<file path="config.mk">
export PLATFORM = sky130hd
export DESIGN_NAME = texture_recycle_cache
export DESIGN_NICKNAME = d
export VERILOG_FILES = /design/src/hw/rtl/trc_pkg.sv /design/src/hw/rtl/trc_store.sv /design/src/hw/rtl/texture_recycle_cache.sv
export SDC_FILE = /design/constraint.sdc
export NUM_CORES = 1
export LEC_CHECK = 0
export BUFFER_PORTS_ARGS = -buffer_cell sky130_fd_sc_hd__buf_2
export CORE_MARGIN = 3
export CORE_UTILIZATION = 35
export DETAILED_ROUTE_END_ITERATION = 7
export PLACE_DENSITY_LB_ADDON = 0.25
export SYNTH_ARGS = -nofsm -noshare
export SYNTH_HDL_FRONTEND = slang
export SYNTH_SLANG_ARGS = --single-unit
</file>
<file path="constraint.sdc">
create_clock -name clk_i -period 6.44 [get_ports clk_i]
set_input_delay 0.322 -clock clk_i [delete_from_list [all_inputs] [get_ports clk_i]]
set_output_delay 0.322 -clock clk_i [all_outputs]
set_load 0.05 [all_outputs]
</file>
<file path="src/hw/rtl/trc_pkg.sv">
// ----------------------------------------------------------------------------
// trc_pkg
// Types and constants shared by the texture recycle cache modules.
// ----------------------------------------------------------------------------
package trc_pkg;

  // field widths
  localparam int unsigned DimW         = 14;
  localparam int unsigned MipW         = 4;
  localparam int unsigned FmtW         = 4;
  localparam int unsigned HandleW      = 16;
  localparam int unsigned CountW       = 5;
  localparam int unsigned LimitW       = 5;

  // default number of slots in the pool
  localparam int unsigned PoolDepthDef = 16;

  // item kinds
  typedef enum logic {
    KindAcquire = 1'b0,
    KindRelease = 1'b1
  } kind_e;

  // input item
  typedef struct packed {
    kind_e               kind;
    logic [DimW-1:0]     width;
    logic [DimW-1:0]     height;
    logic [MipW-1:0]     mip_count;
    logic [FmtW-1:0]     format_code;
    logic [HandleW-1:0]  handle;
  } in_item_t;

  // result item
  typedef struct packed {
    logic                hit;
    logic [HandleW-1:0]  found_handle;
    logic                evicted;
    logic [HandleW-1:0]  evicted_handle;
    logic [CountW-1:0]   entry_count;
  } out_item_t;

  // one slot of the pool: key and handle
  typedef struct packed {
    logic [DimW-1:0]     width;
    logic [DimW-1:0]     height;
    logic [MipW-1:0]     mip_count;
    logic [FmtW-1:0]     format_code;
    logic [HandleW-1:0]  handle;
  } entry_t;

  // slot store access controls
  typedef struct packed {
    logic rd_en;
    logic ent_we;
    logic rank_we;
  } store_ctrl_t;

endpackage

</file>
<file path="src/hw/rtl/trc_store.sv">
// ----------------------------------------------------------------------------
// trc_store
// Slot memories of the recycle pool: key/handle per slot and age rank per
// slot, one shared write address and one read address with registered data.
// ----------------------------------------------------------------------------
module trc_store
  import trc_pkg::*;
#(
  parameter int unsigned POOL_DEPTH = PoolDepthDef,
  localparam int unsigned AW        = $clog2(POOL_DEPTH)
) (
  input  logic          clk_i,
  input  store_ctrl_t   ctrl_i,
  input  logic [AW-1:0] rd_addr_i,
  input  logic [AW-1:0] wr_addr_i,
  input  entry_t        ent_wdata_i,
  input  logic [AW-1:0] rank_wdata_i,
  output entry_t        ent_rdata_o,
  output logic [AW-1:0] rank_rdata_o
);

  entry_t        ent_mem  [POOL_DEPTH];
  logic [AW-1:0] rank_mem [POOL_DEPTH];
  entry_t        ent_rd_q;
  logic [AW-1:0] rank_rd_q;

  // write ports
  always_ff @(posedge clk_i) begin
    if (ctrl_i.ent_we) begin
      ent_mem[wr_addr_i] <= ent_wdata_i;
    end
    if (ctrl_i.rank_we) begin
      rank_mem[wr_addr_i] <= rank_wdata_i;
    end
  end

  // registered read port
  always_ff @(posedge clk_i) begin
    if (ctrl_i.rd_en) begin
      ent_rd_q  <= ent_mem[rd_addr_i];
      rank_rd_q <= rank_mem[rd_addr_i];
    end
  end

  assign ent_rdata_o  = ent_rd_q;
  assign rank_rdata_o = rank_rd_q;

endmodule

</file>
<file path="src/hw/rtl/texture_recycle_cache.sv">
// ----------------------------------------------------------------------------
// texture_recycle_cache
// Pool of released buffer handles keyed by size, mip count and format.
// ----------------------------------------------------------------------------
// Usage:
//   in channel (in_valid_i / in_stall_o / in_item_i): kind 0 acquires the
//   newest entry whose key matches, kind 1 releases a handle as newest entry.
//   out channel (out_valid_o / out_stall_i / out_item_o): one result per item.
//   cfg_we_i / cfg_data_i write the entry limit (0 = pool depth only) while
//   the block is idle.
// Sequence:
//   acquire scans the pool, release walks it and then writes the new entry,
//   then the result goes to the output register. The slot store has a single
//   read port, so every scan over the pool walks one slot per cycle; a hit
//   takes a second walk to close the gap in the age ranks.
//   in_stall_o is high from the transfer until the result is registered.
// Reset empties the pool and clears the limit; no clearing pass is needed.
// A stalled receiver holds the result in the output register, and the block
// waits with the next finished result until that register is free.
// ----------------------------------------------------------------------------
module texture_recycle_cache
  import trc_pkg::*;
#(
  parameter int unsigned POOL_DEPTH = PoolDepthDef
) (
  input  logic              clk_i,
  input  logic              rst_ni,
  // config
  input  logic              cfg_we_i,
  input  logic [LimitW-1:0] cfg_data_i,
  // input items
  input  logic              in_valid_i,
  output logic              in_stall_o,
  input  in_item_t          in_item_i,
  // results
  output logic              out_valid_o,
  input  logic              out_stall_i,
  output out_item_t         out_item_o
);

  localparam int unsigned AW   = $clog2(POOL_DEPTH);
  localparam int unsigned CW   = $clog2(POOL_DEPTH + 1);
  localparam int unsigned CmpW = (CW > LimitW) ? CW : LimitW;

  typedef enum logic [2:0] {
    StIdle,
    StScan,
    StFix,
    StRel,
    StIns,
    StDone
  } state_e;

  state_e                 state_q, state_d;
  in_item_t               item_q, item_d;
  logic [CW-1:0]          idx_q, idx_d;
  logic                   pend_q, pend_d;
  logic [AW-1:0]          pend_idx_q, pend_idx_d;
  logic                   have_q, have_d;
  logic [AW-1:0]          best_idx_q, best_idx_d;
  logic [AW-1:0]          best_rank_q, best_rank_d;
  logic [HandleW-1:0]     best_hnd_q, best_hnd_d;
  logic                   evict_q, evict_d;
  logic                   ev_q, ev_d;
  logic [HandleW-1:0]     ev_hnd_q, ev_hnd_d;
  logic                   free_have_q, free_have_d;
  logic [AW-1:0]          free_idx_q, free_idx_d;
  logic [CW-1:0]          held_q, held_d;
  logic [LimitW-1:0]      max_q, max_d;
  logic [POOL_DEPTH-1:0]  valid_q, valid_d;
  logic                   out_valid_q, out_valid_d;
  out_item_t              out_q, out_d;

  store_ctrl_t            st_ctrl;
  logic [AW-1:0]          st_rd_addr;
  logic [AW-1:0]          st_wr_addr;
  entry_t                 st_ent_wdata;
  logic [AW-1:0]          st_rank_wdata;
  entry_t                 ent_rd;
  logic [AW-1:0]          rank_rd;

  logic                   sweep;
  logic                   last;
  logic                   pv;
  logic                   key_eq;
  logic                   drop;
  logic                   over_limit;
  logic                   is_hit;

  trc_store #(
    .POOL_DEPTH(POOL_DEPTH)
  ) u_store (
    .clk_i       (clk_i),
    .ctrl_i      (st_ctrl),
    .rd_addr_i   (st_rd_addr),
    .wr_addr_i   (st_wr_addr),
    .ent_wdata_i (st_ent_wdata),
    .rank_wdata_i(st_rank_wdata),
    .ent_rdata_o (ent_rd),
    .rank_rdata_o(rank_rd)
  );

  // slot walk helpers
  assign sweep  = (state_q == StScan) || (state_q == StFix) || (state_q == StRel);
  assign last   = pend_q && (pend_idx_q == AW'(POOL_DEPTH - 1));
  assign pv     = valid_q[pend_idx_q];
  assign key_eq = (ent_rd.width == item_q.width) && (ent_rd.height == item_q.height) &&
                  (ent_rd.mip_count == item_q.mip_count) &&
                  (ent_rd.format_code == item_q.format_code);
  assign drop   = pv && evict_q && (rank_rd == AW'(held_q - CW'(1)));

  // release plan from the count before the item
  assign over_limit = (max_q != '0) && (CmpW'(held_q) >= CmpW'(max_q));
  assign is_hit     = (item_q.kind == KindAcquire) && have_q;

  // sequencer next state
  always_comb begin
    state_d       = state_q;
    item_d        = item_q;
    idx_d         = idx_q;
    have_d        = have_q;
    best_idx_d    = best_idx_q;
    best_rank_d   = best_rank_q;
    best_hnd_d    = best_hnd_q;
    evict_d       = evict_q;
    ev_d          = ev_q;
    ev_hnd_d      = ev_hnd_q;
    free_have_d   = free_have_q;
    free_idx_d    = free_idx_q;
    held_d        = held_q;
    valid_d       = valid_q;
    out_d         = out_q;
    out_valid_d   = out_valid_q;
    max_d         = cfg_we_i ? cfg_data_i : max_q;

    st_ctrl       = '0;
    st_rd_addr    = idx_q[AW-1:0];
    st_wr_addr    = pend_idx_q;
    st_rank_wdata = rank_rd;
    st_ent_wdata  = '0;

    // read one slot per cycle during a walk
    st_ctrl.rd_en = sweep && (idx_q < CW'(POOL_DEPTH));
    pend_d        = st_ctrl.rd_en;
    pend_idx_d    = idx_q[AW-1:0];
    if (st_ctrl.rd_en) begin
      idx_d = idx_q + CW'(1);
    end

    // output register drains on transfer
    if (out_valid_q && !out_stall_i) begin
      out_valid_d = 1'b0;
    end

    unique case (state_q)
      StIdle: begin
        if (in_valid_i) begin
          item_d      = in_item_i;
          idx_d       = '0;
          have_d      = 1'b0;
          ev_d        = 1'b0;
          free_have_d = 1'b0;
          evict_d     = (over_limit || (held_q == CW'(POOL_DEPTH))) && (held_q != '0);
          state_d     = (in_item_i.kind == KindRelease) ? StRel : StScan;
        end
      end

      // find the newest matching slot
      StScan: begin
        if (pend_q && pv && key_eq && (!have_q || (rank_rd < best_rank_q))) begin
          have_d      = 1'b1;
          best_idx_d  = pend_idx_q;
          best_rank_d = rank_rd;
          best_hnd_d  = ent_rd.handle;
        end
        if (last) begin
          idx_d   = '0;
          state_d = have_d ? StFix : StDone;
        end
      end

      // remove the hit slot and close the rank gap
      StFix: begin
        if (pend_q) begin
          if (pend_idx_q == best_idx_q) begin
            valid_d[pend_idx_q] = 1'b0;
          end else if (pv && (rank_rd > best_rank_q)) begin
            st_ctrl.rank_we = 1'b1;
            st_rank_wdata   = rank_rd - AW'(1);
          end
        end
        if (last) begin
          held_d  = held_q - CW'(1);
          state_d = StDone;
        end
      end

      // evict the oldest if needed, age the rest, find a free slot
      StRel: begin
        if (pend_q) begin
          if (drop) begin
            valid_d[pend_idx_q] = 1'b0;
            ev_d                = 1'b1;
            ev_hnd_d            = ent_rd.handle;
          end else if (pv) begin
            st_ctrl.rank_we = 1'b1;
            st_rank_wdata   = rank_rd + AW'(1);
          end
          if ((!pv || drop) && !free_have_q) begin
            free_have_d = 1'b1;
            free_idx_d  = pend_idx_q;
          end
        end
        if (last) begin
          state_d = StIns;
        end
      end

      // write the released handle as newest
      StIns: begin
        st_ctrl.ent_we           = 1'b1;
        st_ctrl.rank_we          = 1'b1;
        st_wr_addr               = free_idx_q;
        st_rank_wdata            = '0;
        st_ent_wdata.width       = item_q.width;
        st_ent_wdata.height      = item_q.height;
        st_ent_wdata.mip_count   = (item_q.mip_count == '0) ? MipW'(1) : item_q.mip_count;
        st_ent_wdata.format_code = item_q.format_code;
        st_ent_wdata.handle      = item_q.handle;
        valid_d[free_idx_q]      = 1'b1;
        held_d                   = ev_q ? held_q : held_q + CW'(1);
        state_d                  = StDone;
      end

      // hand the result to the output register
      StDone: begin
        if (!out_valid_q || !out_stall_i) begin
          out_d.hit            = is_hit;
          out_d.found_handle   = is_hit ? best_hnd_q : '0;
          out_d.evicted        = ev_q;
          out_d.evicted_handle = ev_q ? ev_hnd_q : '0;
          out_d.entry_count    = CountW'(held_q);
          out_valid_d          = 1'b1;
          state_d              = StIdle;
        end
      end

      default: begin
        state_d = StIdle;
      end
    endcase
  end

  // state and registered outputs
  always_ff @(posedge clk_i or negedge rst_ni) begin
    if (!rst_ni) begin
      state_q     <= StIdle;
      item_q      <= '0;
      idx_q       <= '0;
      pend_q      <= 1'b0;
      pend_idx_q  <= '0;
      have_q      <= 1'b0;
      best_idx_q  <= '0;
      best_rank_q <= '0;
      best_hnd_q  <= '0;
      evict_q     <= 1'b0;
      ev_q        <= 1'b0;
      ev_hnd_q    <= '0;
      free_have_q <= 1'b0;
      free_idx_q  <= '0;
      held_q      <= '0;
      max_q       <= '0;
      valid_q     <= '0;
      out_valid_q <= 1'b0;
      out_q       <= '0;
    end else begin
      state_q     <= state_d;
      item_q      <= item_d;
      idx_q       <= idx_d;
      pend_q      <= pend_d;
      pend_idx_q  <= pend_idx_d;
      have_q      <= have_d;
      best_idx_q  <= best_idx_d;
      best_rank_q <= best_rank_d;
      best_hnd_q  <= best_hnd_d;
      evict_q     <= evict_d;
      ev_q        <= ev_d;
      ev_hnd_q    <= ev_hnd_d;
      free_have_q <= free_have_d;
      free_idx_q  <= free_idx_d;
      held_q      <= held_d;
      max_q       <= max_d;
      valid_q     <= valid_d;
      out_valid_q <= out_valid_d;
      out_q       <= out_d;
    end
  end

  assign in_stall_o  = (state_q != StIdle);
  assign out_valid_o = out_valid_q;
  assign out_item_o  = out_q;

endmodule

</file>
==> metrics.csv <==
metric;value;unit
synth_top_area_share;0.6491;
status;complete, no violations;
p_total;0.01415;W
cpPeakStageDelay;880;ps
crit_required;6760;ps
tightest_slew;1249;ps
reg2reg_from;state_q[0];
criticalPathCategory;flop to flop;
synth_compound_area_frac;0.01812;
synthDistinctLibCells;56;
synth_top_family_by_area;multiplexers;
num_rows;129;
dr.pass1.iters;5;
min_path_type;input pin to flop;
wl_per_cell;24.64;microns
synth-simple-area-share;0.03037;
post-route-period-util;0.6582;
fin_crit;4239;ps
syn-num-nets;2188;
async_reset_ff_frac;0.1590;
cts_setup_buffers;0;
clock.fmax;235.9;MHz
post-dp-hpwl;55.75;mm
start_util;0.3544;
crit_path_end_kind;flop;
synth_mux_area_frac;0.1725;
hold_violations;0;
grt_max_degree;145;
syn_area;44040;sq um
synth_fa_ha_area_frac;0.003977;
die_h;360.7;microns
io_pins;104;
holdPathEnd;out_valid_o;
crit_chain;nor2_4, nand2_1, nor2_1, nand2_1, nor2_4, buf_4;
setup_viol;0;
slew_violations;0;
synthToLayoutAreaGrowth;15.46;%
drt_iter0_markers;1965;
crit_slowest_cell;nor2_4;
cts_root_buf;clkbuf_16;
yosys.area.top_type;edfxtp_1;
critical-path-top-delay-family;simple AND/OR/NAND/NOR gates;
final_common_cell;edfxtp_1;
die_area;130100;sq um
pwr_density_cell;278.2;nW/um^2
whs_path_depth;3;
io_buffers;103;
synthTopCellsByArea;edfxtp_1 (65%), mux4_2 (14%), dfrtp_1 (10%), mux2_2 (2.2%), xnor2_1 (0.89%);
antenna_found_initial;2;
stdcell_area;50850;sq um
syn-instance-count;2111;
ir_drop;0.2253;mV
r2r_cells;6;
synth-seq-cells;1132;
synth-seq-area-share;0.7513;
core_area;124300;sq um
grt_pass1_wl;149.2;mm
grt_pass1_vias;21960;
maxSlewHeadroom;0.1675;
drc;0;
crit_cells;6;
p_leak;15.19;nW
place_area;46740;sq um
num_vias;21050;
setup_tns;0;ps
start_kind;flop;
layout_common_cells;edfxtp_1 (952), mux4_2 (281), dfrtp_1 (175), clkbuf_16 (113), buf_2 (102);
overflow;0;
r2r_end;u_store.ent_mem[9][31];
layout-drive-gt1-share;0.2922;
avgSynthCellArea;20.86;sq um
holdWs;53.22;ps
place_congestion;0.7730;
clock-skew-final;32.21;ps
grt_setup_unrepaired;false;
hp-start;out_stall_i;
cts_inserted_buffers;112;
antenna_left;0;
worst-path-buf-inv;1;
via_per_inst;5.192;
synthXorXnorAreaFrac;0.01094;
arrival;4560;ps
crit_fanout;27;
finalWirelength;99.88;mm
yosys_warnings;0;
ff2ff_setup_slack;2200;ps
ctsHoldBuffers;68;
clk_latency;690;ps
ys.flop_type;edfxtp_1;
nNetsFinal;2399;
htreeDepth;3;
clockBufferDepth;3;
cts_tree;built;
drv_cap;0;
n_fill_cell;10870;
postCtsResizedCells;0;
die_x;360.7;microns
grt_use_total;0.1535;
synth_enable_flop_cells;952;
clock_sinks;1132;
clk_pin_slew;60;ps
## cell type report
type	instances	area, sq um	share of cell area
flip-flops and latches	1132	33110	0.6511
inverters	20	75.07	0.001476
multi-input cells	843	10540	0.2072
repair buffers	213	1658	0.03260
clock buffers	153	3048	0.05994
well taps	1637	2048	0.04028
diodes	1	2.502	0.00004921
clock inverters	55	375.4	0.007382
## report_power, final
group | switching (W) | internal, W
sequential | 0.0000274 | 0.00786
combinational | 0.0000597 | 0.0000686
clock | 0.00268 | 0.00345
total | 0.00276 | 0.0114
## tightest hold or removal path: cells and delay by family
kind | cells | cell delay, ps
AND/OR/NAND/NOR | 1 | 120
buffers and inverters | 1 | 90
AO/OA/AOI/OAI | 1 | 150
## synth_stat cells (all sizes together) (2+ instances only)
master and number:
clkbuf 92, o22ai 2, or3 5, or2 2, and3 53, a21o 5
nand3 15, nor3b 5, o41ai 8, o2111ai 2, a21oi 8, nor3 24
a31oi 3, buf 24, xnor2 45, a41oi 2, xor2 10, dfrtp 180
o21ai 59, ha 14, nor2 47, inv 20, nand2 69, a21boi 2
o31ai 2, nand4 16, nand2b 6, mux2i 8, nor2b 5, mux4 281
mux2 101, a22o 17, nand3b 3, o221ai 2, nor4 4, edfxtp 952
a221oi 2, and2 6, o211ai 2
## logic make-up after synthesis
logic type                 after synthesis
DFF                                   1132
adders and majority gates               14
and+or+nand+nor                        264
xor gates and xnor gates                55
muxes                                  390
buffers and inverters                  136
AOI/OAI and AO/OA                      120
## worst max-delay path by stage
stage               slack, ps                 endpoint        from
floorplan                 800                 idx_q[3]  state_q[0]
finish                   2200   u_store.ent_mem[9][31]  state_q[0]
global placement         2180   u_store.ent_mem[9][41]  state_q[0]
detailed placement       2210  u_store.ent_mem[10][41]  state_q[0]
global route             1900   u_store.ent_mem[9][19]  state_q[0]
CTS                      2200  u_store.ent_mem[10][22]  state_q[0]
## layer usage
layer  vias to the layer above  share of wire  track usage
met1                     11280           0.45       0.2193
met2                       560           0.48       0.2476
li1                       9070              -            -
met4                         0          0.021      0.03834
met3                       143          0.050      0.02376
met5                         -              0            0
## registers in the layout (all words and copies together) (netlist names), 3 cells and up
register	count
best_hnd_q	16
best_idx_q	4
best_rank_q	4
ev_hnd_q	16
free_idx_q	4
held_q	5
idx_q	5
item_q	53
max_q	5
out_item_o	39
pend_idx_q	4
state_q	3
u_store.ent_mem	832
u_store.ent_rdata_o	52
u_store.rank_mem	64
u_store.rank_rdata_o	4
valid_q	16
## metrics by stage
stage	util	instances	worst slack (ps)
after global placement	0.3761	3777	2183
after detailed placement	0.3761	3777	2208
after floorplan	-	2111	803.5
after CTS	0.4091	4053	2204
final	0.4092	4054	2201
after global routing	0.4091	4053	1900
Note: power is estimated with default switching activity, not from simulation.
